`src/rtl/gcpm_pkg.sv`:
```
// Shared types and constants for the grid cell point mean map.
// Used by every module of the block; depends on nothing else.
package gcpm_pkg;

  localparam int GRID_X    = 256;
  localparam int GRID_Y    = 256;
  localparam int NCELLS    = GRID_X * GRID_Y;
  localparam int ADDR_W    = $clog2(NCELLS);
  localparam int CNT_W     = ADDR_W + 1;
  localparam int DIV_STEPS = 33;
  localparam int STEP_W    = $clog2(DIV_STEPS);
  localparam int CFG_IDX_W = 8;
  localparam logic [15:0] COUNT_MAX = 16'hFFFF;

  localparam logic [1:0] MODE_ADD  = 2'd0;
  localparam logic [1:0] MODE_SCAN = 2'd1;
  localparam logic [1:0] MODE_READ = 2'd2;

  localparam logic [CFG_IDX_W-1:0] REG_ORIGIN_X = 8'd0;
  localparam logic [CFG_IDX_W-1:0] REG_ORIGIN_Y = 8'd1;
  localparam logic [CFG_IDX_W-1:0] REG_SHIFT_X  = 8'd2;
  localparam logic [CFG_IDX_W-1:0] REG_SHIFT_Y  = 8'd3;

  typedef enum logic [1:0] {
    OP_ADD  = 2'd0,
    OP_SCAN = 2'd1,
    OP_READ = 2'd2,
    OP_NULL = 2'd3
  } op_t;

  typedef struct packed {
    logic [1:0]         mode;
    logic signed [31:0] point_x;
    logic signed [31:0] point_y;
    logic [7:0]         cell_x;
    logic [7:0]         cell_y;
  } cmd_t;

  typedef struct packed {
    logic               in_range;
    logic signed [31:0] mean_x;
    logic signed [31:0] mean_y;
    logic [15:0]        point_count;
    logic               stable;
  } result_t;

  typedef struct packed {
    op_t                op;
    logic [ADDR_W-1:0]  addr;
    logic signed [31:0] point_x;
    logic signed [31:0] point_y;
  } entry_t;

  typedef struct packed {
    logic signed [31:0] mean_x;
    logic signed [31:0] mean_y;
    logic [15:0]        count;
    logic               prev;
    logic               cur;
  } cell_t;

  typedef struct packed {
    logic clearing;
    logic pop;
  } back_status_t;

endpackage

```
`src/rtl/gcpm_fifo.sv`:
```
// Two-entry queue of classified items between the front and back ends.
// Depends on gcpm_pkg.
module gcpm_fifo (
  input  logic             clk,
  input  logic             rst,
  input  logic             push,
  input  gcpm_pkg::entry_t wdata,
  input  logic             pop,
  output gcpm_pkg::entry_t rdata,
  output logic             empty,
  output logic             full
);
  import gcpm_pkg::*;

  entry_t     slots [2];
  logic       wp;
  logic       rp;
  logic [1:0] fill;

  assign rdata = slots[rp];
  assign empty = (fill == 2'd0);
  assign full  = (fill == 2'd2);

  always_ff @(posedge clk) begin
    if (push) begin
      slots[wp] <= wdata;
    end
  end

  always_ff @(posedge clk) begin
    if (rst) begin
      wp   <= 1'b0;
      rp   <= 1'b0;
      fill <= 2'd0;
    end else begin
      if (push) begin
        wp <= ~wp;
      end
      if (pop) begin
        rp <= ~rp;
      end
      fill <= fill + 2'(push) - 2'(pop);
    end
  end

endmodule

```
`config.mk`:
```
export PLATFORM = sky130hd
export DESIGN_NAME = gcpm_fifo
export DESIGN_NICKNAME = d
export VERILOG_FILES = /design/src/rtl/gcpm_pkg.sv /design/src/rtl/gcpm_fifo.sv
export SDC_FILE = /design/constraint.sdc
export NUM_CORES = 1
export LEC_CHECK = 0
export BUFFER_PORTS_ARGS = -buffer_cell sky130_fd_sc_hd__buf_2
export CORE_UTILIZATION = 50
export DETAILED_ROUTE_END_ITERATION = 10
export PLACE_DENSITY_LB_ADDON = 0.3
export SLEW_MARGIN = 5
export SYNTH_ARGS = -nofsm -noshare
export SYNTH_HDL_FRONTEND = slang
export SYNTH_SLANG_ARGS = --single-unit
```
`constraint.sdc`:
```
create_clock -name clk -period 8.31 [get_ports clk]
set_clock_uncertainty 0.2 [all_clocks]
set_input_delay 0.4155 -clock clk [delete_from_list [all_inputs] [get_ports clk]]
set_output_delay 0.4155 -clock clk [all_outputs]
set_load 0.03 [all_outputs]
```
* Word level (Yosys, flattened, before mapping) *
Memories as Yosys holds them, arrays and structs flattened. A register that Yosys moved wholly into a read port is not among the register bits.
Cells that the tools add are included.

word-level totals
  RAM bits = 164
  bits in registers = 4
  memories = 1
  output and inout bits = 84
  logic and storage cells = 14

operators by class
  eq/ne operators = 1
  add/subtract/negate cells = 2
  muxes and demuxes = 4
  bitwise operators = 2
  reduce and logical (&&, ||, !) cells = 1

memories
  name   depth  bits a word  rd ports  clocked after Yosys merged registers in  write ports  RTL line         text
  slots  2      82           1         1                                        1            gcpm_fifo.sv:15  entry_t slots [2];

operators with widths
  cell                                         count
  1-bit two-way mux                            4
  2-bit by 1-bit adder with 2-bit output       1
  2-bit equality test (second input constant)  1
  2-bit zero test                              1
  1-bit NOT                                    2
  2-bit by 1-bit subtractor with 2-bit output  1

* Depth between registers and ports, before layout *
Gate-level depths: netlist of run 1.

  word-level depth = 3
  gate-level depth with buffers = 6
  depth with buffers taken out = 6

* Least setup slack after synthesis of run 1 *
OpenSTA, ideal clock, no wires.

  path type = input port to flip-flop
  start = in push
  end = mem slots[0][0] (netlist name) (enable)
  data arrival time = 3999 ps
  slack = 3578 ps
  path buffers = 0
  cell stages on the path = 1
  cells stage by stage = nor2b_1

between the ends
  longest elaborated chain between the ends = 2

ends and longest elaborated chain
  item                                     RTL line         text
  start: declaration                       gcpm_fifo.sv:6   input logic push,
  1-bit two-way mux                        gcpm_fifo.sv:25  if (push) begin
  1-bit two-way mux (implied by the code)  gcpm_fifo.sv:26  slots[wp] <= wdata;
  end: declaration                         gcpm_fifo.sv:15

Every way passes these cells.

==> metrics.cfg, run 1 <==
[status]
outcome = completed

[yosys]
netlist_instances = 276
synth_top_area_cell = edfxtp_1
synth.area.top_cells = edfxtp_1 (75%), mux2_4 (18%), buf_12 (2.5%), dfxtp_1 (1.5%), ha_1 (0.38%)
syn_avg_cell_area_um2 = 23.7
synth_nets = 364
syn_area_um2 = 6540
yosysSeqAreaShare_pct = 76.9
yosys.area.top_type_share_pct = 75.3
synth_warnings = 0
ys_seq_elements = 169
synthDistinctLibCells = 13

[drt]
routed_wl_um = 12200
viasPerCell = 4.76
vias = 3457
drtIter0Drc = 147
ant_nets = 0
avgRoutedWirePerCell_um = 16.8
drc = 0
dr.pass1.iters = 4

[hold_path]
hold_path_depth = 3
min_to = rp
hp-class = input pin to register
holdCritStartpoint = pop

[sta]
slew_violations = 0
finalSetupTns_ns = 0
maxSlewHeadroom_pct = 23.6
finalSetupViolCount = 0
max_freq_mhz = 309
hold_viol = 0
min_period_over_period_pct = 38.9
worst_pin_slew_ns = 1.14
rsz0062_at_grt = false
finalCriticalPeriod_ns = 3.24
fin_hold_ws_ns = 0.0990

[placed_design]
routabilityCongestion = 0.683
port_buffers = 169
hpwl_um = 7090

[power_and_ir_drop]
ir_drop_uv = 174
p_leak_uw = 0.00354
p_seq_share_pct = 48.6
p_switching_uw = 514
p_sw_share_pct = 24.5
p_per_area_nw_per_um2 = 237
internal-power_uw = 1590
power_frac_comb_pct = 16.0
clkPwrFrac_pct = 35.4

[finish]
fillers = 837
final_nets = 629
syn_to_final_growth_pct = 35.5
mostFrequentLayoutCell = buf_2
postLayoutCoreUtil_pct = 69.9
drive_above_1_share_pct = 51.3
layout_common_cells = buf_2 (169), edfxtp_1 (164), dlygate4sd3_1 (83)
antenna_cells = 0

[clock_network]
cts_root_buf = clkbuf_16
insertion_delay_ns = 0.42
cts_tree = built
cts.clk_slew.worst_paths_ns = 0.06
cts_buffers = 17
cts.sinks = 169
h-tree-depth = 4
ctsLongestPathBuffers = 2

[global_route]
grt_use_total_pct = 18.8
grt_pass1_vias = 3653
grt_overflow_total = 0
grt_pass1_wl_um = 18000
grt_max_degree = 51
antenna_found_initial = 0

[setup_path]
cp_data_required_time_ns = 7.69
arrival_ns = 2.62
rr_endpoint = slots[0][11]
cp-start-kind = register
setup.worst_path.class = register to primary output
end_kind = primary output
r2r_start = wp
cp_max_fo = 47
reg2reg_slack_ns = 5.79
worstRegToRegCells = 2

[floorplan]
die_h_um = 116
io-pin-count = 170
die_w_um = 116
row_count = 41
fp.coreArea_um2 = 12700
start_util_pct = 51.6
dieArea_um2 = 13500

[flow_run]
max_cap_viol_count = 0

[state kept, by name, indices dropped and copies added, names as in the netlist, named ones only]
signal	cells
wp	1
fill	2
slots	164
rp	1
[timing repair]
action                                 CTS  global route
hold buffers                            83             0
gates resized for setup                  0             0
buffers inserted                         0             0
endpoints found under the hold margin  165             0
[layout make-up]
type	count	area, µm²	area share, %
clock buffer	20	437	4.93
clock inverter	12	128	1.44
inverter	2	7.51	0.0848
multi-input combinational	96	1340	15.2
sequential	169	5030	56.8
tap	172	215	2.43
timing repair buffer	255	1700	19.2
[worst max-delay path, stage by stage (launching register included)]
cell	delay, ns
dfxtp_4	0.77
buf_4	0.78
mux2_4	0.37
buf_2	0.18
[Yosys cell counts (all sizes together)]
library cell / instances
nor2: 5
buf: 9
mux2: 82
nor2b: 3
ha: 2
and2: 1
edfxtp: 164
dfxtp: 5
xnor2: 2
inv: 2
xnor3: 1
[logic make-up after synthesis]
kind of cell / count (synthesis) / synth area share (%)
flops: 169 / 76.9
simple gates: 9 / 0.670
fa+ha+maj: 2 / 0.383
xor+xnor: 3 / 0.613
buf+inv: 11 / 2.74
mux: 82 / 18.7
[how the worst max path moves through the flow]
stage | start | end | slack (ns) | cells after the start
2_1_floorplan | push | slots[0][0] | 3.58 | 1
3_3_place_gp | register | rdata[13] | 5.49 | 3
3_5_place_dp | register | rdata[5] | 5.49 | 3
4_1_cts | register | rdata[5] | 5.04 | 3
5_1_grt | register | rdata[10] | 4.95 | 3
6_report | register | rdata[10] | 5.07 | 3
[layer usage]
metal	routed length [µm]	vias up	share of wire (%)	track usage, %
li1	-	1624	-	-
met1	4550	1678	37	19.3
met2	6590	126	54	33.8
met3	743	29	6.1	6.33
met4	349	0	2.9	9.91
met5	0	-	0	0
[per-stage QoR]
stage                     setup slack, ns  instance area, µm²  std cells  power (µW)
after global routing                 4.95                8860        726        2170
after global placement               5.49                7460        611        1330
final                                5.07                8860        726        2100
after detailed placement             5.49                7460        611        1340
after CTS                            5.04                8860        726        2120
after floorplan                      3.58                6540        276        1270
[power groups by stage]
stage               registers, µW  clock network, µW  logic (µW)
global placement             1030                  0         300
finish                       1020                743         335
floorplan                    1030                  0         242
detailed placement           1040                  0         305
CTS                          1020                759         336
global route                 1020                790         355
(Power assumes the default switching activity.)
==> run 2, diff against run 1 <==
--- a/config.mk
+++ b/config.mk
@@ -5,6 +5,7 @@
 export SDC_FILE = /design/constraint.sdc
 export NUM_CORES = 1
 export LEC_CHECK = 0
+export ABC_AREA = 1
 export BUFFER_PORTS_ARGS = -buffer_cell sky130_fd_sc_hd__buf_2
 export CORE_UTILIZATION = 50
 export DETAILED_ROUTE_END_ITERATION = 10
==> constraint.sdc (replaced) <==
create_clock -name clk -period 3 [get_ports clk]
set_clock_uncertainty 0.2 [all_clocks]
set_input_delay 0.15 -clock clk [delete_from_list [all_inputs] [get_ports clk]]
set_output_delay 0.15 -clock clk [all_outputs]
set_load 0.03 [all_outputs]
==> run 2 against run 1 <==
Effect of this change:
- sequential share of layout area shrank 0.14 points
- critical path depth did not move
- design area up 0.25%
- synthesized cell count up 3.6%
- count of clock-buffer cells in the layout unchanged
- worst setup slack got worse by 4.4 ns
- clock power rose to 2.5 times the previous value
- wire length is 4.3% lower
- critical path type unchanged
- highest routed layer unchanged
==> metrics.cfg, run 2 <==
[sta]
worst_pin_slew_ns = 0.650  ; -0.494 ns
min_period_over_period_pct = 77.4
maxSlewHeadroom_pct = 56.6  ; +33 points
max_freq_mhz = 431
finalSetupTns_ns = 0  ; unchanged
slew_violations = 0  ; unchanged
rsz0062_at_grt = false
hold_viol = 0  ; unchanged
finalCriticalPeriod_ns = 2.32
finalSetupViolCount = 0  ; unchanged

[setup_path]
cp.buffers_inverters = 2  ; unchanged
crit_cells = 3  ; unchanged
slowest_delay_ns = 0.66  ; -0.12 ns
end_kind = primary output
rr_endpoint = slots[1][47]
critPathSlowestCell = dfxtp_4
arrival_ns = 1.97  ; -0.65 ns
cp-start-kind = register
worstRegToRegCells = 3  ; +1
cp_data_required_time_ns = 2.65  ; -5.04 ns
crit_path_cell_trace = buf_12 > mux2_4 > buf_2
reg2reg_slack_ns = 1.14  ; -4.65 ns
cp_max_fo = 39  ; -17%
setup.worst_path.class = register to primary output
r2r_start = wp
path_delay_family = flip-flops

[yosys]
syn_area_um2 = 6540  ; +0.11%
synth_warnings = 0  ; unchanged
netlist_instances = 286  ; +3.6%
ys_seq_elements = 169  ; unchanged
syn_avg_cell_area_um2 = 22.9  ; -3.4%
synth_nets = 374  ; +2.7%
yosys.area.top_type_share_pct = 75.3  ; -0.086 points
ys.flop_type = edfxtp_1
synthDistinctLibCells = 14  ; +1
synth_common_cells = edfxtp_1 (164), mux2_4 (80), buf_12 (8), inv_1 (8), nor2_1 (8)
synth.area.top_cells = edfxtp_1 (75%), mux2_4 (18%), buf_12 (2.4%), dfxtp_1 (1.5%), inv_1 (0.46%)
async_flop_share_pct = 0  ; unchanged
yosysMostFrequentCell = edfxtp_1
synth-edff-count = 164  ; unchanged
yosysSeqAreaShare_pct = 76.8  ; -0.088 points
synth_top_area_cell = edfxtp_1

[power_and_ir_drop]
p_total_uw = 5550  ; +160%
ir_drop_uv = 564  ; +220%
p_leak_uw = 0.00358  ; +1.3%
p_per_area_nw_per_um2 = 625  ; +160%

[global_route]
grt_overflow_total = 0  ; unchanged
grt_pass1_vias = 3660  ; +0.19%
antenna_found_initial = 0  ; unchanged
grt_pass1_wl_um = 17400  ; -3.4%
grt_use_total_pct = 17.8  ; -1.0 points
grt_max_degree = 45  ; -12%

[finish]
syn_to_final_growth_pct = 35.7
regArea_um2 = 5030  ; unchanged
layout_common_cells = buf_2 (169), edfxtp_1 (164), dlygate4sd3_1 (86)
fillers = 823  ; -1.7%
mostFrequentLayoutCell = buf_2
largest_reg_flops = 164  ; unchanged
antenna_cells = 0  ; unchanged
largestRegisters = slots x164, fill x2
drive_above_1_share_pct = 49.6  ; -1.7 points
final_nets = 646  ; +2.7%
multi_input_area_um2 = 1330  ; -1.3%
regMostFlops = slots

[drt]
wl_met2_um = 6120  ; -7.1%
wl_met1_um = 4800  ; +5.5%
vias = 3456  ; -0.029%
routed_wl_um = 11700  ; -4.3%
drc = 0  ; unchanged
drtIter0Drc = 153  ; +4.1%
wl_met3_um = 557  ; -25%
ant_nets = 0  ; unchanged
viasPerCell = 4.68  ; -1.8%
avgRoutedWirePerCell_um = 15.8  ; -6.0%
dr.pass1.iters = 4  ; unchanged
highest_layer = met4

[placed_design]
port_buffers = 169  ; unchanged
hpwl_um = 6940  ; -2.1%
routabilityCongestion = 0.681  ; -0.29%

[hold_path]
holdCritStartpoint = wdata[56]
hp-class = input pin to register
hold_path_depth = 2  ; -1
min_to = slots[0][56]

[clock_network]
insertion_delay_ns = 0.41  ; about the same
ctsResizeCount = 0  ; unchanged
cts_tree = built
h-tree-depth = 4  ; unchanged
ctsLongestPathBuffers = 2  ; unchanged
cts.sinks = 169  ; unchanged
cts.clk_slew.worst_paths_ns = 0.06  ; about the same
cts_buffers = 17  ; unchanged
cts_root_buf = clkbuf_16

[status]
outcome = completed

[flow_run]
max_cap_viol_count = 0  ; unchanged

[floorplan]
die_h_um = 116  ; about the same
die_w_um = 116  ; about the same
dieArea_um2 = 13500  ; +0.11%
row_count = 41  ; unchanged
start_util_pct = 51.6  ; +0.059 points
io-pin-count = 170  ; unchanged
fp.coreArea_um2 = 12700  ; unchanged

-- run 2: routing by layer --
layer | up-vias | track usage (%)
met3 | 18 | 4.83
met1 | 1677 | 19.9
met4 | 0 | 8.55
met2 | 106 | 31.5
met5 | - | 0
li1 | 1655 | -
-- run 2: cell families (layout without fill, tap and decap cells) --
family	after synthesis	in the layout	synth area share, %
and+or+nand+nor	14	14	0.841
adders and majority gates	2	2	0.382
buffers and inverters	17	298	3.08
xor gates and xnor gates	1	1	0.134
AOI/OAI and AO/OA	1	1	0.0764
muxes	82	82	18.7
DFF	169	169	76.8
-- run 2: what timing repair did --
item,CTS,global route
hold buffers,86,0
endpoints found under the hold margin,169,0
setup buffers,0,0
-- run 2: where the power goes --
part	internal, µW	switching [µW]	total (µW)
Clock	1100	782	1890
Sequential	2730	52.2	2790
Combinational	398	480	879
-- run 2: worst register-to-register path: cells and delay by family, from the launching register on --
kind,cells,cell delay [ns]
buffers and inverters,2,0.97
flip-flops,1,0.34
AND/OR/NAND/NOR,1,0.09
-- run 2: how the worst max path moves through the flow --
stage / end / start / slack (ns)
after floorplan: slots[1][0] / wp / 0.32
after global placement: rdata[0] / register / 1.10
after detailed placement: slots[1][44] / wp / 1.09
after CTS: rdata[57] / register / 0.64
after global routing: rdata[70] / register / 0.61
final: rdata[11] / register / 0.68
-- run 2: metrics by stage --
| step | hold slack (ns) | std cells | setup slack, ns | area (µm²) | utilization [%] |
|---|---|---|---|---|---|
| floorplan | 0.0212 | 286 | 0.320 | 6550 | - |
| global placement | 0.138 | 625 | 1.10 | 7520 | 59.4 |
| detailed placement | 0.141 | 625 | 1.09 | 7520 | 59.4 |
| CTS | 0.241 | 739 | 0.640 | 8880 | 70.1 |
| global route | 0.252 | 739 | 0.613 | 8880 | 70.1 |
| finish | 0.255 | 739 | 0.679 | 8880 | 70.1 |
-- run 2: area by class of cell --
cell class | instances | area share, %
sequential | 169 | 56.6
inverter | 8 | 0.352
tap | 172 | 2.42
multi-input combinational | 100 | 14.9
clock inverter | 8 | 0.662
clock buffer | 20 | 4.92
timing repair buffer | 262 | 20.1
