**src/rtl/gcpm_pkg.sv**
```systemverilog
// Shared types and constants for the grid cell point mean map.
// Used by every module of the block; depends on nothing else.
package gcpm_pkg;

  localparam int GRID_X    = 256;
  localparam int GRID_Y    = 256;
  localparam int NCELLS    = GRID_X * GRID_Y;
  localparam int ADDR_W    = $clog2(NCELLS);
  localparam int CNT_W     = ADDR_W + 1;
  localparam int DIV_STEPS = 33;
  localparam int STEP_W    = $clog2(DIV_STEPS);
  localparam int CFG_IDX_W = 8;
  localparam logic [15:0] COUNT_MAX = 16'hFFFF;

  localparam logic [1:0] MODE_ADD  = 2'd0;
  localparam logic [1:0] MODE_SCAN = 2'd1;
  localparam logic [1:0] MODE_READ = 2'd2;

  localparam logic [CFG_IDX_W-1:0] REG_ORIGIN_X = 8'd0;
  localparam logic [CFG_IDX_W-1:0] REG_ORIGIN_Y = 8'd1;
  localparam logic [CFG_IDX_W-1:0] REG_SHIFT_X  = 8'd2;
  localparam logic [CFG_IDX_W-1:0] REG_SHIFT_Y  = 8'd3;

  typedef enum logic [1:0] {
    OP_ADD  = 2'd0,
    OP_SCAN = 2'd1,
    OP_READ = 2'd2,
    OP_NULL = 2'd3
  } op_t;

  typedef struct packed {
    logic [1:0]         mode;
    logic signed [31:0] point_x;
    logic signed [31:0] point_y;
    logic [7:0]         cell_x;
    logic [7:0]         cell_y;
  } cmd_t;

  typedef struct packed {
    logic               in_range;
    logic signed [31:0] mean_x;
    logic signed [31:0] mean_y;
    logic [15:0]        point_count;
    logic               stable;
  } result_t;

  typedef struct packed {
    op_t                op;
    logic [ADDR_W-1:0]  addr;
    logic signed [31:0] point_x;
    logic signed [31:0] point_y;
  } entry_t;

  typedef struct packed {
    logic signed [31:0] mean_x;
    logic signed [31:0] mean_y;
    logic [15:0]        count;
    logic               prev;
    logic               cur;
  } cell_t;

  typedef struct packed {
    logic clearing;
    logic pop;
  } back_status_t;

endpackage

```
**src/rtl/gcpm_front.sv**
```systemverilog
// Front end: configuration registers, item binning and classification.
// Depends on gcpm_pkg.
module gcpm_front (
  input  logic                            clk,
  input  logic                            rst,
  input  logic                            cfg_valid,
  input  logic [gcpm_pkg::CFG_IDX_W-1:0]  cfg_index,
  input  logic [31:0]                     cfg_data,
  input  gcpm_pkg::cmd_t                  cmd,
  output gcpm_pkg::entry_t                entry
);
  import gcpm_pkg::*;

  logic signed [31:0] origin_x;
  logic signed [31:0] origin_y;
  logic [4:0]         shift_x;
  logic [4:0]         shift_y;

  logic signed [32:0] dx;
  logic signed [32:0] dy;
  logic [32:0]        qx;
  logic [32:0]        qy;
  logic               ok_x;
  logic               ok_y;
  logic               rd_ok;

  always_ff @(posedge clk) begin
    if (rst) begin
      origin_x <= -32'sd8388608;
      origin_y <= -32'sd8388608;
      shift_x  <= 5'd16;
      shift_y  <= 5'd16;
    end else if (cfg_valid) begin
      case (cfg_index)
        REG_ORIGIN_X: origin_x <= cfg_data;
        REG_ORIGIN_Y: origin_y <= cfg_data;
        REG_SHIFT_X:  shift_x  <= cfg_data[4:0];
        REG_SHIFT_Y:  shift_y  <= cfg_data[4:0];
        default: begin
        end
      endcase
    end
  end

  // Distances are exact in 33 bits; a negative distance is out of the map.
  always_comb begin
    dx    = {cmd.point_x[31], cmd.point_x} - {origin_x[31], origin_x};
    dy    = {cmd.point_y[31], cmd.point_y} - {origin_y[31], origin_y};
    qx    = 33'(dx) >> shift_x;
    qy    = 33'(dy) >> shift_y;
    ok_x  = !dx[32] && (qx < 33'(GRID_X));
    ok_y  = !dy[32] && (qy < 33'(GRID_Y));
    rd_ok = (32'(cmd.cell_x) < 32'(GRID_X)) && (32'(cmd.cell_y) < 32'(GRID_Y));

    entry.point_x = cmd.point_x;
    entry.point_y = cmd.point_y;
    entry.op      = OP_NULL;
    entry.addr    = '0;
    case (cmd.mode)
      MODE_ADD: begin
        if (ok_x && ok_y) begin
          entry.op   = OP_ADD;
          entry.addr = ADDR_W'(qy) * ADDR_W'(GRID_X) + ADDR_W'(qx);
        end
      end
      MODE_SCAN: begin
        entry.op = OP_SCAN;
      end
      MODE_READ: begin
        if (rd_ok) begin
          entry.op   = OP_READ;
          entry.addr = ADDR_W'(cmd.cell_y) * ADDR_W'(GRID_X) + ADDR_W'(cmd.cell_x);
        end
      end
      default: begin
      end
    endcase
  end

endmodule

```
**config.mk**
```make
export PLATFORM = sky130hd
export DESIGN_NAME = gcpm_front
export DESIGN_NICKNAME = d
export VERILOG_FILES = /design/src/rtl/gcpm_pkg.sv /design/src/rtl/gcpm_front.sv
export SDC_FILE = /design/constraint.sdc
export NUM_CORES = 1
export LEC_CHECK = 0
export ABC_AREA = 1
export BUFFER_PORTS_ARGS = -buffer_cell sky130_fd_sc_hd__buf_2
export CAP_MARGIN = 20
export CORE_MARGIN = 4
export CORE_UTILIZATION = 40
export DETAILED_ROUTE_END_ITERATION = 16
export PLACE_DENSITY = 0.64
export SYNTH_ARGS = -nofsm -noshare
export SYNTH_HDL_FRONTEND = slang
export SYNTH_SLANG_ARGS = --single-unit
```
**constraint.sdc**
```tcl
create_clock -name clk -period 12 [get_ports clk]
set_input_delay 2.4 -clock clk [delete_from_list [all_inputs] [get_ports clk]]
set_output_delay 2.4 -clock clk [all_outputs]
set_load 0.02 [all_outputs]
```
# Word level (Yosys, flattened, before mapping)
# Cells that the tools add are included.
# Widths: inputs -> output; s select.
[classes] add_sub_neg=4 magnitude_cmp=2 n_eq_ne=5 shifts=2 n_mux=3 reduce_logical=11
[op_table] op="$lt 33x9->1 const B" n=2
[op_table] op="$shr 33x5->33" n=2
[op_table] op="$sub 32x32->33" n=2
[op_table] op="$pmux 16 s2" n=1
[op_table] op="$mux 18" n=1
[op_table] op="$add 16x16->16" n=1
[op_table] op="$add 16x8->16" n=1
[op_table] op="$eq 8x2->1 const B" n=2
[op_table] op="$eq 8x1->1 const B" n=1
[op_table] op="$logic_not 8->1" n=1
[op_table] op="$reduce_and 2->1" n=4
[op_table] op="$pmux 2 s3" n=1
[op_table] op="$logic_and 1x1->1" n=3
[op_table] op="$eq 2x1->1 const B" n=1
[op_table] op="$eq 2x2->1 const B" n=1
[op_table] op="$logic_not 1->1" n=2
[op_table] op="$logic_not 2->1" n=1
[totals] ff_bits=74 in_bits=125 out_inout_bits=82 word_cells=31

# Logic depth before layout (Yosys ltp)
# Gate-level depths: netlist (run 1).
[depth] depth_word=7 ltp_mapped=31

# Least setup slack after synthesis (run 1)
# OpenSTA, ideal clock, no wires.
[synth_timing] path_kind="input to output" startpoint="input port cmd[16] in the netlist's numbering" endpoint="output port entry[77] in the netlist's numbering" t_arrival_ps=5694 required_ps=9600 slack_ps=3906 cell_stages=27 cell_sequence="inv_1 > ha_1 > fa_1 > inv_1 > nand2_1 > nand2_1 > nand3_1 > nand2_1 > nand2_1 > nand2_1 > xor2_1 > nand2_1 > nand2_1 > nand2_1 > nand2_1 > o21ai_0 > nand2_1 > o21ai_0 > o21ai_0 > ha_1 > a21oi_1 > and2_0 > nor2_1 > nand3_1 > nand2_1 > xor2_1 > o21ai_0"
[synth_rtl] element="start: declaration" line_no="gcpm_front.sv:9" text="input gcpm_pkg::cmd_t cmd,"
[synth_rtl] element="end: declaration" line_no="gcpm_front.sv:10" text="output gcpm_pkg::entry_t entry"

==> run_summary.xml, run 1 <==
<?xml version="1.0" encoding="UTF-8"?>
<metrics>
  <group name="place">
    <metric name="hpwl" unit="µm">37600</metric>
    <metric name="dp.cells" unit="">2903</metric>
    <metric name="final_wtd_congestion" unit="">0.974</metric>
    <metric name="dpl_worst_slack" unit="ns">3.27</metric>
    <metric name="placement.io_buffers" unit="">206</metric>
  </group>
  <group name="clocking">
    <metric name="numClockSinks" unit="">74</metric>
    <metric name="ctsHtreeMaxLevel" unit="">3</metric>
    <metric name="ctsLongestPathBuffers" unit="">2</metric>
    <metric name="clock_insertion_delay_worst_skew" unit="ns">0.34</metric>
    <metric name="tritoncts" unit="">built</metric>
    <metric name="cts_resized" unit="">0</metric>
    <metric name="clkSlewWorstSetupHoldPaths" unit="ns">0.07</metric>
    <metric name="post_cts.repair.setup_buffers" unit="">0</metric>
    <metric name="cts_root_buffer" unit="">clkbuf_16</metric>
    <metric name="total_clock_buffers_created_by_cts" unit="">9</metric>
    <metric name="cts_hold_buffers" unit="">0</metric>
  </group>
  <group name="timing">
    <metric name="timing.max_slew.rel_slack" unit="">0.351</metric>
    <metric name="finClkSkew" unit="ns">0</metric>
    <metric name="tightest_slew" unit="ns">0.971</metric>
    <metric name="fmax" unit="MHz">113</metric>
    <metric name="report.final.slew_viol_count" unit="">0</metric>
    <metric name="rsz0062_at_grt" unit="">no</metric>
    <metric name="min_period_over_period" unit="">0.736</metric>
    <metric name="min_period" unit="ns">8.83</metric>
    <metric name="post-route-worst-setup-slack" unit="ns">3.17</metric>
    <metric name="final-hold-violation-count" unit="">0</metric>
    <metric name="finalSetupViolations" unit="">0</metric>
    <metric name="totalNegativeSetupSlack" unit="ns">0</metric>
  </group>
  <group name="yosys">
    <metric name="yosys_register_bits" unit="">74</metric>
    <metric name="synthTopCellsByCount" unit="">nand2_1, inv_1, nand3_1</metric>
    <metric name="synth_fp_nets" unit="">2635</metric>
    <metric name="synth_xor_xnor_area_share" unit="">0.0193</metric>
    <metric name="async_reset_ff_frac" unit="">0</metric>
    <metric name="syn_area" unit="µm²">12700</metric>
    <metric name="synth-edff-count" unit="">0</metric>
    <metric name="synth_top_family_by_area" unit="">simple AND/OR/NAND/NOR gates</metric>
    <metric name="synthDominantCellAreaShare" unit="">0.251</metric>
    <metric name="synth_simple_gate_area_frac" unit="">0.484</metric>
    <metric name="yosysWarningCount" unit="">0</metric>
    <metric name="synth.lib_cells_used.distinct" unit="">44</metric>
    <metric name="syn_area_per_cell" unit="µm²">5.21</metric>
    <metric name="yosys_most_used_dff" unit="">dfxtp_1</metric>
    <metric name="synth_area_leader_cell" unit="">nand2_1</metric>
    <metric name="yosys.area_share.adder" unit="">0.0737</metric>
    <metric name="synth_cells" unit="">2437</metric>
    <metric name="seq_area_frac_synth" unit="">0.117</metric>
    <metric name="synth.most_common_cell" unit="">nand2_1</metric>
    <metric name="synthesized_area_fraction_occupied_by_ao_oa_aoi_and_oai_cells" unit="">0.120</metric>
    <metric name="synth_top_cells_by_area" unit="">nand2_1, nand3_1, dfxtp_1</metric>
    <metric name="synth_mux_area_frac" unit="">0.00158</metric>
  </group>
  <group name="critical_path">
    <metric name="worst_ep_arrival_time" unit="ns">6.43</metric>
    <metric name="cp.depth" unit="">30</metric>
    <metric name="worst-r2r-setup-slack" unit="ns">10.55</metric>
    <metric name="rr_endpoint" unit="">shift_x[4]</metric>
    <metric name="count_of_buffering_cells_on_the_critical_path_with_inverters_included" unit="">4</metric>
    <metric name="critical-path-top-cell-by-count" unit="">nand2_1</metric>
    <metric name="r2r.worst_path.cells" unit="">3</metric>
    <metric name="critPathTopFamily" unit="">simple AND/OR/NAND/NOR gates</metric>
    <metric name="worstSetupEndpoint" unit="">entry[77]</metric>
    <metric name="crit_path_max_fo" unit="">4</metric>
    <metric name="crit_path_max_incr_delay" unit="ns">0.41</metric>
    <metric name="critical_path_source_type" unit="">input port</metric>
    <metric name="worstSetupPathType" unit="">input port to output pin</metric>
    <metric name="cp_slowest_cell" unit="">fa_1</metric>
    <metric name="worstSetupEndpointType" unit="">output pin</metric>
    <metric name="r2r_start" unit="">shift_x[4]</metric>
    <metric name="crit_required" unit="ns">9.60</metric>
    <metric name="crit_start" unit="">cmd[16]</metric>
  </group>
  <group name="layout">
    <metric name="finalNonFillerCells" unit="">2923</metric>
    <metric name="synthToLayoutAreaGrowth" unit="%">9.64</metric>
    <metric name="final_core_utilization" unit="">0.449</metric>
    <metric name="nets" unit="">2720</metric>
    <metric name="insertedDiodeCount" unit="">0</metric>
    <metric name="layout_cells_sized_above_1" unit="">0.120</metric>
    <metric name="final.fill_count" unit="">3548</metric>
  </group>
  <group name="worst_hold_path">
    <metric name="hold_path_cells" unit="">2</metric>
    <metric name="hp-class" unit="">flop to flop</metric>
  </group>
  <group name="floorplanning">
    <metric name="design.core.area" unit="µm²">31000</metric>
    <metric name="fp.dieH" unit="µm">186</metric>
    <metric name="number_of_top_level_pins" unit="">207</metric>
    <metric name="core.rowCount" unit="">64</metric>
    <metric name="design.die.area" unit="µm²">34700</metric>
    <metric name="die_x" unit="µm">186</metric>
    <metric name="start_util" unit="">0.410</metric>
  </group>
  <group name="global_routing">
    <metric name="grt_pass1_wl" unit="µm">71700</metric>
    <metric name="pin_count_of_the_biggest_net_entering_global_routing" unit="">75</metric>
    <metric name="grt.total_usage" unit="">0.258</metric>
    <metric name="antenna_found_initial" unit="">0</metric>
    <metric name="overflow" unit="">0</metric>
    <metric name="grt_pass1_vias" unit="">14250</metric>
  </group>
  <group name="pwr">
    <metric name="clock_power_share" unit="">0.323</metric>
    <metric name="power.internal" unit="µW">532</metric>
    <metric name="power_per_cell_area" unit="nW/µm²">64.3</metric>
    <metric name="seqPwrFrac" unit="">0.275</metric>
    <metric name="fin_total_pwr" unit="µW">895</metric>
    <metric name="pwr-share-comb" unit="">0.402</metric>
    <metric name="vdd_drop_max" unit="V">0.0000615</metric>
    <metric name="netSwitchingFraction" unit="">0.405</metric>
    <metric name="total_switching_power" unit="µW">363</metric>
    <metric name="power_leakage" unit="µW">0.00809</metric>
  </group>
  <group name="detailed_routing">
    <metric name="detail_route.wirelength" unit="µm">45100</metric>
    <metric name="antenna_violating_nets_post_route" unit="">0</metric>
    <metric name="vias" unit="">15088</metric>
    <metric name="drt_first_iter_violations" unit="">1160</metric>
    <metric name="via_to_cell_ratio" unit="">5.16</metric>
    <metric name="dr_drc_count" unit="">0</metric>
    <metric name="first_pass_iters" unit="">5</metric>
    <metric name="wire_per_inst" unit="µm">15.4</metric>
  </group>
  <group name="run_status">
    <metric name="status" unit="">finished clean</metric>
  </group>
  <group name="job">
    <metric name="cap_violations" unit="">0</metric>
  </group>
</metrics>
## area by class of cell
| type | instances | area (µm²) | area share |
|---|---|---|---|
| Multi-Input combinational cell | 1813 | 8890 | 0.638 |
| Clock inverter | 7 | 83.8 | 0.00602 |
| Timing Repair Buffer | 223 | 1240 | 0.0893 |
| Tap cell | 396 | 495 | 0.0356 |
| Inverter | 401 | 1510 | 0.108 |
| Sequential cell | 74 | 1480 | 0.106 |
| Clock buffer | 9 | 225 | 0.0162 |
## tightest hold or removal path, stage by stage, from the launching register on
cell and delay (ns):
dfxtp_1 0.30, inv_1 0.07, o211ai_1 0.10
## stage by stage
step	area, µm²	hold WS, ns
detailed placement	13500	0.516
floorplan	12700	0.477
global placement	13500	0.500
finish	13900	0.527
CTS	13800	0.528
global route	13900	0.543
## state kept, by name (all words and copies together) (netlist names)
register	flops
origin_x	32
origin_y	32
shift_x	5
shift_y	5
## kinds of logic (layout without fill, tap and decap cells)
kind of cell / after synthesis / count (layout)
buffers and inverters: 550 / 640
and+or+nand+nor: 1434 / 1434
muxes: 2 / 2
xor gates and xnor gates: 28 / 28
adders and majority gates: 73 / 73
AOI/OAI and AO/OA: 276 / 276
DFF: 74 / 74
## power by group through the flow
| stage | clock, µW | sequential [µW] | combinational (µW) |
|---|---|---|---|
| floorplan | 0 | 252 | 257 |
| global placement | 0 | 252 | 353 |
| detailed placement | 0 | 252 | 355 |
| CTS | 294 | 246 | 357 |
| global route | 306 | 246 | 406 |
| finish | 289 | 246 | 360 |
## how the worst min path moves through the flow
| stage | start | endpoint | slack [ns] |
|---|---|---|---|
| 3_3_place_gp | origin_y[30] | origin_y[30] | 0.50 |
| 3_5_place_dp | origin_y[23] | origin_y[23] | 0.52 |
| 6_report | origin_y[30] | origin_y[30] | 0.53 |
| 5_1_grt | origin_y[23] | origin_y[23] | 0.54 |
| 2_1_floorplan | origin_x[23] | origin_x[23] | 0.48 |
| 4_1_cts | origin_y[30] | origin_y[30] | 0.53 |
## layout by cell type, fill, tap and decap left out, drive strengths merged
cell type	n
o21a	3
o21ai	124
xnor2	9
bufinv	1
or2	7
dfxtp	74
inv	401
nor3	12
fa	3
clkinvlp	1
xor2	19
buf	223
ha	70
o21bai	3
mux2i	2
a31o	2
o22ai	2
nor2	129
o221ai	2
a21o	1
nor4	1
nand3	387
nand3b	10
o2bb2ai	1
clkinv	5
clkbuf	9
a21oi	112
o211ai	24
a31oi	2
and2	10
nand2	862
nand4	16
## per-layer routing
| layer | wire length (µm) | vias up | track usage |
|---|---|---|---|
| met2 | 22500 | 440 | 0.473 |
| met4 | 1790 | 0 | 0.0973 |
| met1 | 18900 | 6745 | 0.317 |
| met3 | 1960 | 83 | 0.0132 |
| li1 | - | 7820 | - |
| met5 | 0 | - | 0 |
No activity file was read; power rests on OpenSTA's default activity.
==> run 2, diff against run 1 <==
PLACE_DENSITY = 0.66   (was 0.64)
clock period = 7.3 ns   (was 12 ns; I/O delays follow)
==> run 2 against run 1 <==
Net effect: clock-buffer cell count unchanged; via count up 0.63%; cell count about the same; largest cell class unchanged; highest routed layer unchanged; combinational power up 64%; core utilization about the same; critical path depth up 1; largest power group unchanged; hold slack worse by 0.019 ns; flip-flop and latch count unchanged; global-route usage down 0.19 points; final area about the same; worst setup slack worse by 2.7 ns; die area unchanged.
==> run_summary.xml, run 2 (synthesis gave the netlist of run 1 again) <==
<?xml version="1.0" encoding="UTF-8"?>
<metrics>
  <group name="run_status">
    <metric name="status" unit="">finished clean</metric>
  </group>
  <group name="clocking">
    <metric name="clkSlewWorstSetupHoldPaths" unit="ns">0.07</metric>
    <metric name="tritoncts" unit="">built</metric>
    <metric name="cts_hold_buffers" unit="">0</metric>
    <metric name="ctsLongestPathBuffers" unit="">2</metric>
    <metric name="cts_root_buffer" unit="">clkbuf_16</metric>
    <metric name="clock_insertion_delay_worst_skew" unit="ns">0.34</metric>
    <metric name="numClockSinks" unit="">74</metric>
    <metric name="total_clock_buffers_created_by_cts" unit="">9</metric>
    <metric name="ctsHtreeMaxLevel" unit="">3</metric>
  </group>
  <group name="pwr">
    <metric name="vdd_drop_max" unit="V">0.0000821</metric>
    <metric name="fin_total_pwr" unit="µW">1460</metric>
    <metric name="seqPwrFrac" unit="">0.277</metric>
    <metric name="pwr-share-comb" unit="">0.405</metric>
    <metric name="power_per_cell_area" unit="nW/µm²">105</metric>
    <metric name="power_leakage" unit="µW">0.00809</metric>
    <metric name="total_switching_power" unit="µW">588</metric>
    <metric name="power.internal" unit="µW">876</metric>
    <metric name="netSwitchingFraction" unit="">0.401</metric>
    <metric name="clock_power_share" unit="">0.318</metric>
  </group>
  <group name="layout">
    <metric name="synthToLayoutAreaGrowth" unit="%">9.58</metric>
    <metric name="layout_cells_sized_above_1" unit="">0.120</metric>
    <metric name="final_common_cell" unit="">nand2_1</metric>
    <metric name="mostFrequentLayoutCells" unit="">nand2_1, inv_1, nand3_1, buf_2, nor2_1</metric>
    <metric name="largest_registers" unit="">origin_x: 32 flops, origin_y: 32 flops</metric>
    <metric name="nets" unit="">2721</metric>
  </group>
  <group name="global_routing">
    <metric name="pin_count_of_the_biggest_net_entering_global_routing" unit="">75</metric>
    <metric name="antenna_found_initial" unit="">1</metric>
    <metric name="grt.total_usage" unit="">0.256</metric>
    <metric name="overflow" unit="">0</metric>
    <metric name="grt_pass1_vias" unit="">14349</metric>
    <metric name="grt_pass1_wl" unit="µm">71500</metric>
  </group>
  <group name="critical_path">
    <metric name="crit_path_max_fo" unit="">3</metric>
    <metric name="worstSetupPathType" unit="">input port to output pin</metric>
    <metric name="worst_ep_arrival_time" unit="ns">5.36</metric>
    <metric name="cp_slowest_cell" unit="">fa_1</metric>
    <metric name="r2r.worst_path.cells" unit="">3</metric>
    <metric name="critical-path-top-cell-by-count" unit="">nand2_1</metric>
    <metric name="crit_path_max_incr_delay" unit="ns">0.41</metric>
    <metric name="worstSetupEndpointType" unit="">output pin</metric>
    <metric name="crit_required" unit="ns">5.84</metric>
    <metric name="critical_path_source_type" unit="">input port</metric>
  </group>
  <group name="timing">
    <metric name="fmax" unit="MHz">147</metric>
    <metric name="report.final.slew_viol_count" unit="">0</metric>
    <metric name="min_period_over_period" unit="">0.934</metric>
    <metric name="rsz0062_at_grt" unit="">no</metric>
    <metric name="final-hold-violation-count" unit="">0</metric>
    <metric name="tightest_slew" unit="ns">0.930</metric>
    <metric name="finClkSkew" unit="ns">0</metric>
    <metric name="min_period" unit="ns">6.82</metric>
    <metric name="totalNegativeSetupSlack" unit="ns">0</metric>
    <metric name="finalSetupViolations" unit="">0</metric>
    <metric name="timing.max_slew.rel_slack" unit="">0.378</metric>
  </group>
  <group name="detailed_routing">
    <metric name="wire_per_inst" unit="µm">15.5</metric>
    <metric name="detail_route.wirelength" unit="µm">45400</metric>
    <metric name="antenna_violating_nets_post_route" unit="">0</metric>
    <metric name="first_pass_iters" unit="">8</metric>
    <metric name="drt_first_iter_violations" unit="">1160</metric>
    <metric name="dr_drc_count" unit="">0</metric>
    <metric name="via_to_cell_ratio" unit="">5.19</metric>
    <metric name="vias" unit="">15183</metric>
  </group>
  <group name="job">
    <metric name="cap_violations" unit="">0</metric>
  </group>
  <group name="floorplanning">
    <metric name="number_of_top_level_pins" unit="">207</metric>
    <metric name="fp.dieH" unit="µm">186</metric>
    <metric name="start_util" unit="">0.410</metric>
    <metric name="core.rowCount" unit="">64</metric>
    <metric name="design.die.area" unit="µm²">34700</metric>
    <metric name="design.core.area" unit="µm²">31000</metric>
    <metric name="die_x" unit="µm">186</metric>
  </group>
  <group name="worst_hold_path">
    <metric name="hold_path_cells" unit="">2</metric>
    <metric name="hp-class" unit="">flop to flop</metric>
  </group>
  <group name="place">
    <metric name="placement.io_buffers" unit="">206</metric>
    <metric name="final_wtd_congestion" unit="">0.955</metric>
    <metric name="hpwl" unit="µm">37900</metric>
  </group>
</metrics>
## run 2: cell type report
class	count	area, µm²
Timing Repair Buffer	224	1230
Antenna cell	1	2.50
Fill cell	3484	17100
Sequential cell	74	1480
Clock buffer	9	225
Multi-Input combinational cell	1813	8890
Tap cell	396	495
Clock inverter	7	83.8
Inverter	401	1510
## run 2: layer usage
metal | global-route usage | up-vias | routed length [µm]
li1 | - | 7818 | -
met2 | 0.476 | 466 | 22800
met5 | 0 | - | 0
met4 | 0.0956 | 0 | 1770
met3 | 0.0101 | 85 | 1860
met1 | 0.312 | 6814 | 19000
## run 2: path summary, 6_finish.rpt
| kind | startpoint | end | slack, ns |
|---|---|---|---|
| setup / recovery | cmd[16] | entry[77] | 0.48 |
| hold / removal | origin_y[30] | origin_y[30] | 0.51 |
| setup reg to reg | shift_x[4] | shift_x[4] | 5.59 |
| hold reg to reg | origin_y[30] | origin_y[30] | 0.51 |
## run 2: through the flow
| stage | setup WS [ns] | cells | cell area, µm² | hold WS, ns | util |
|---|---|---|---|---|---|
| 4_1_cts | 0.370 | 2919 | 13800 | 0.514 | 0.446 |
| 2_1_floorplan | 1.09 | 2437 | 12700 | 0.477 | - |
| 6_report | 0.479 | 2925 | 13900 | 0.509 | 0.449 |
| 5_1_grt | 0.0264 | 2925 | 13900 | 0.545 | 0.449 |
| 3_3_place_gp | 0.397 | 2903 | 13500 | 0.499 | 0.436 |
| 3_5_place_dp | 0.384 | 2903 | 13500 | 0.499 | 0.436 |
## run 2: timing repair
action                     4_1_cts  5_1_grt
gates resized for setup          0        2
setup endpoints to repair        0        2
buffers inserted                 0        1
## run 2: critical path, delay by kind of cell
family | cells | cell delay, ns
adder cells (fa/ha/maj) | 3 | 1.02
AO/OA/AOI/OAI | 3 | 0.47
XOR/XNOR | 1 | 0.14
AND/OR/NAND/NOR | 20 | 1.84
buffers and inverters | 4 | 0.45
## run 2: power groups by stage
stage	logic [µW]	clock network (µW)	registers, µW
2_1_floorplan	423	0	414
3_3_place_gp	581	0	414
3_5_place_dp	583	0	414
4_1_cts	587	474	405
5_1_grt	668	488	405
6_report	592	466	405
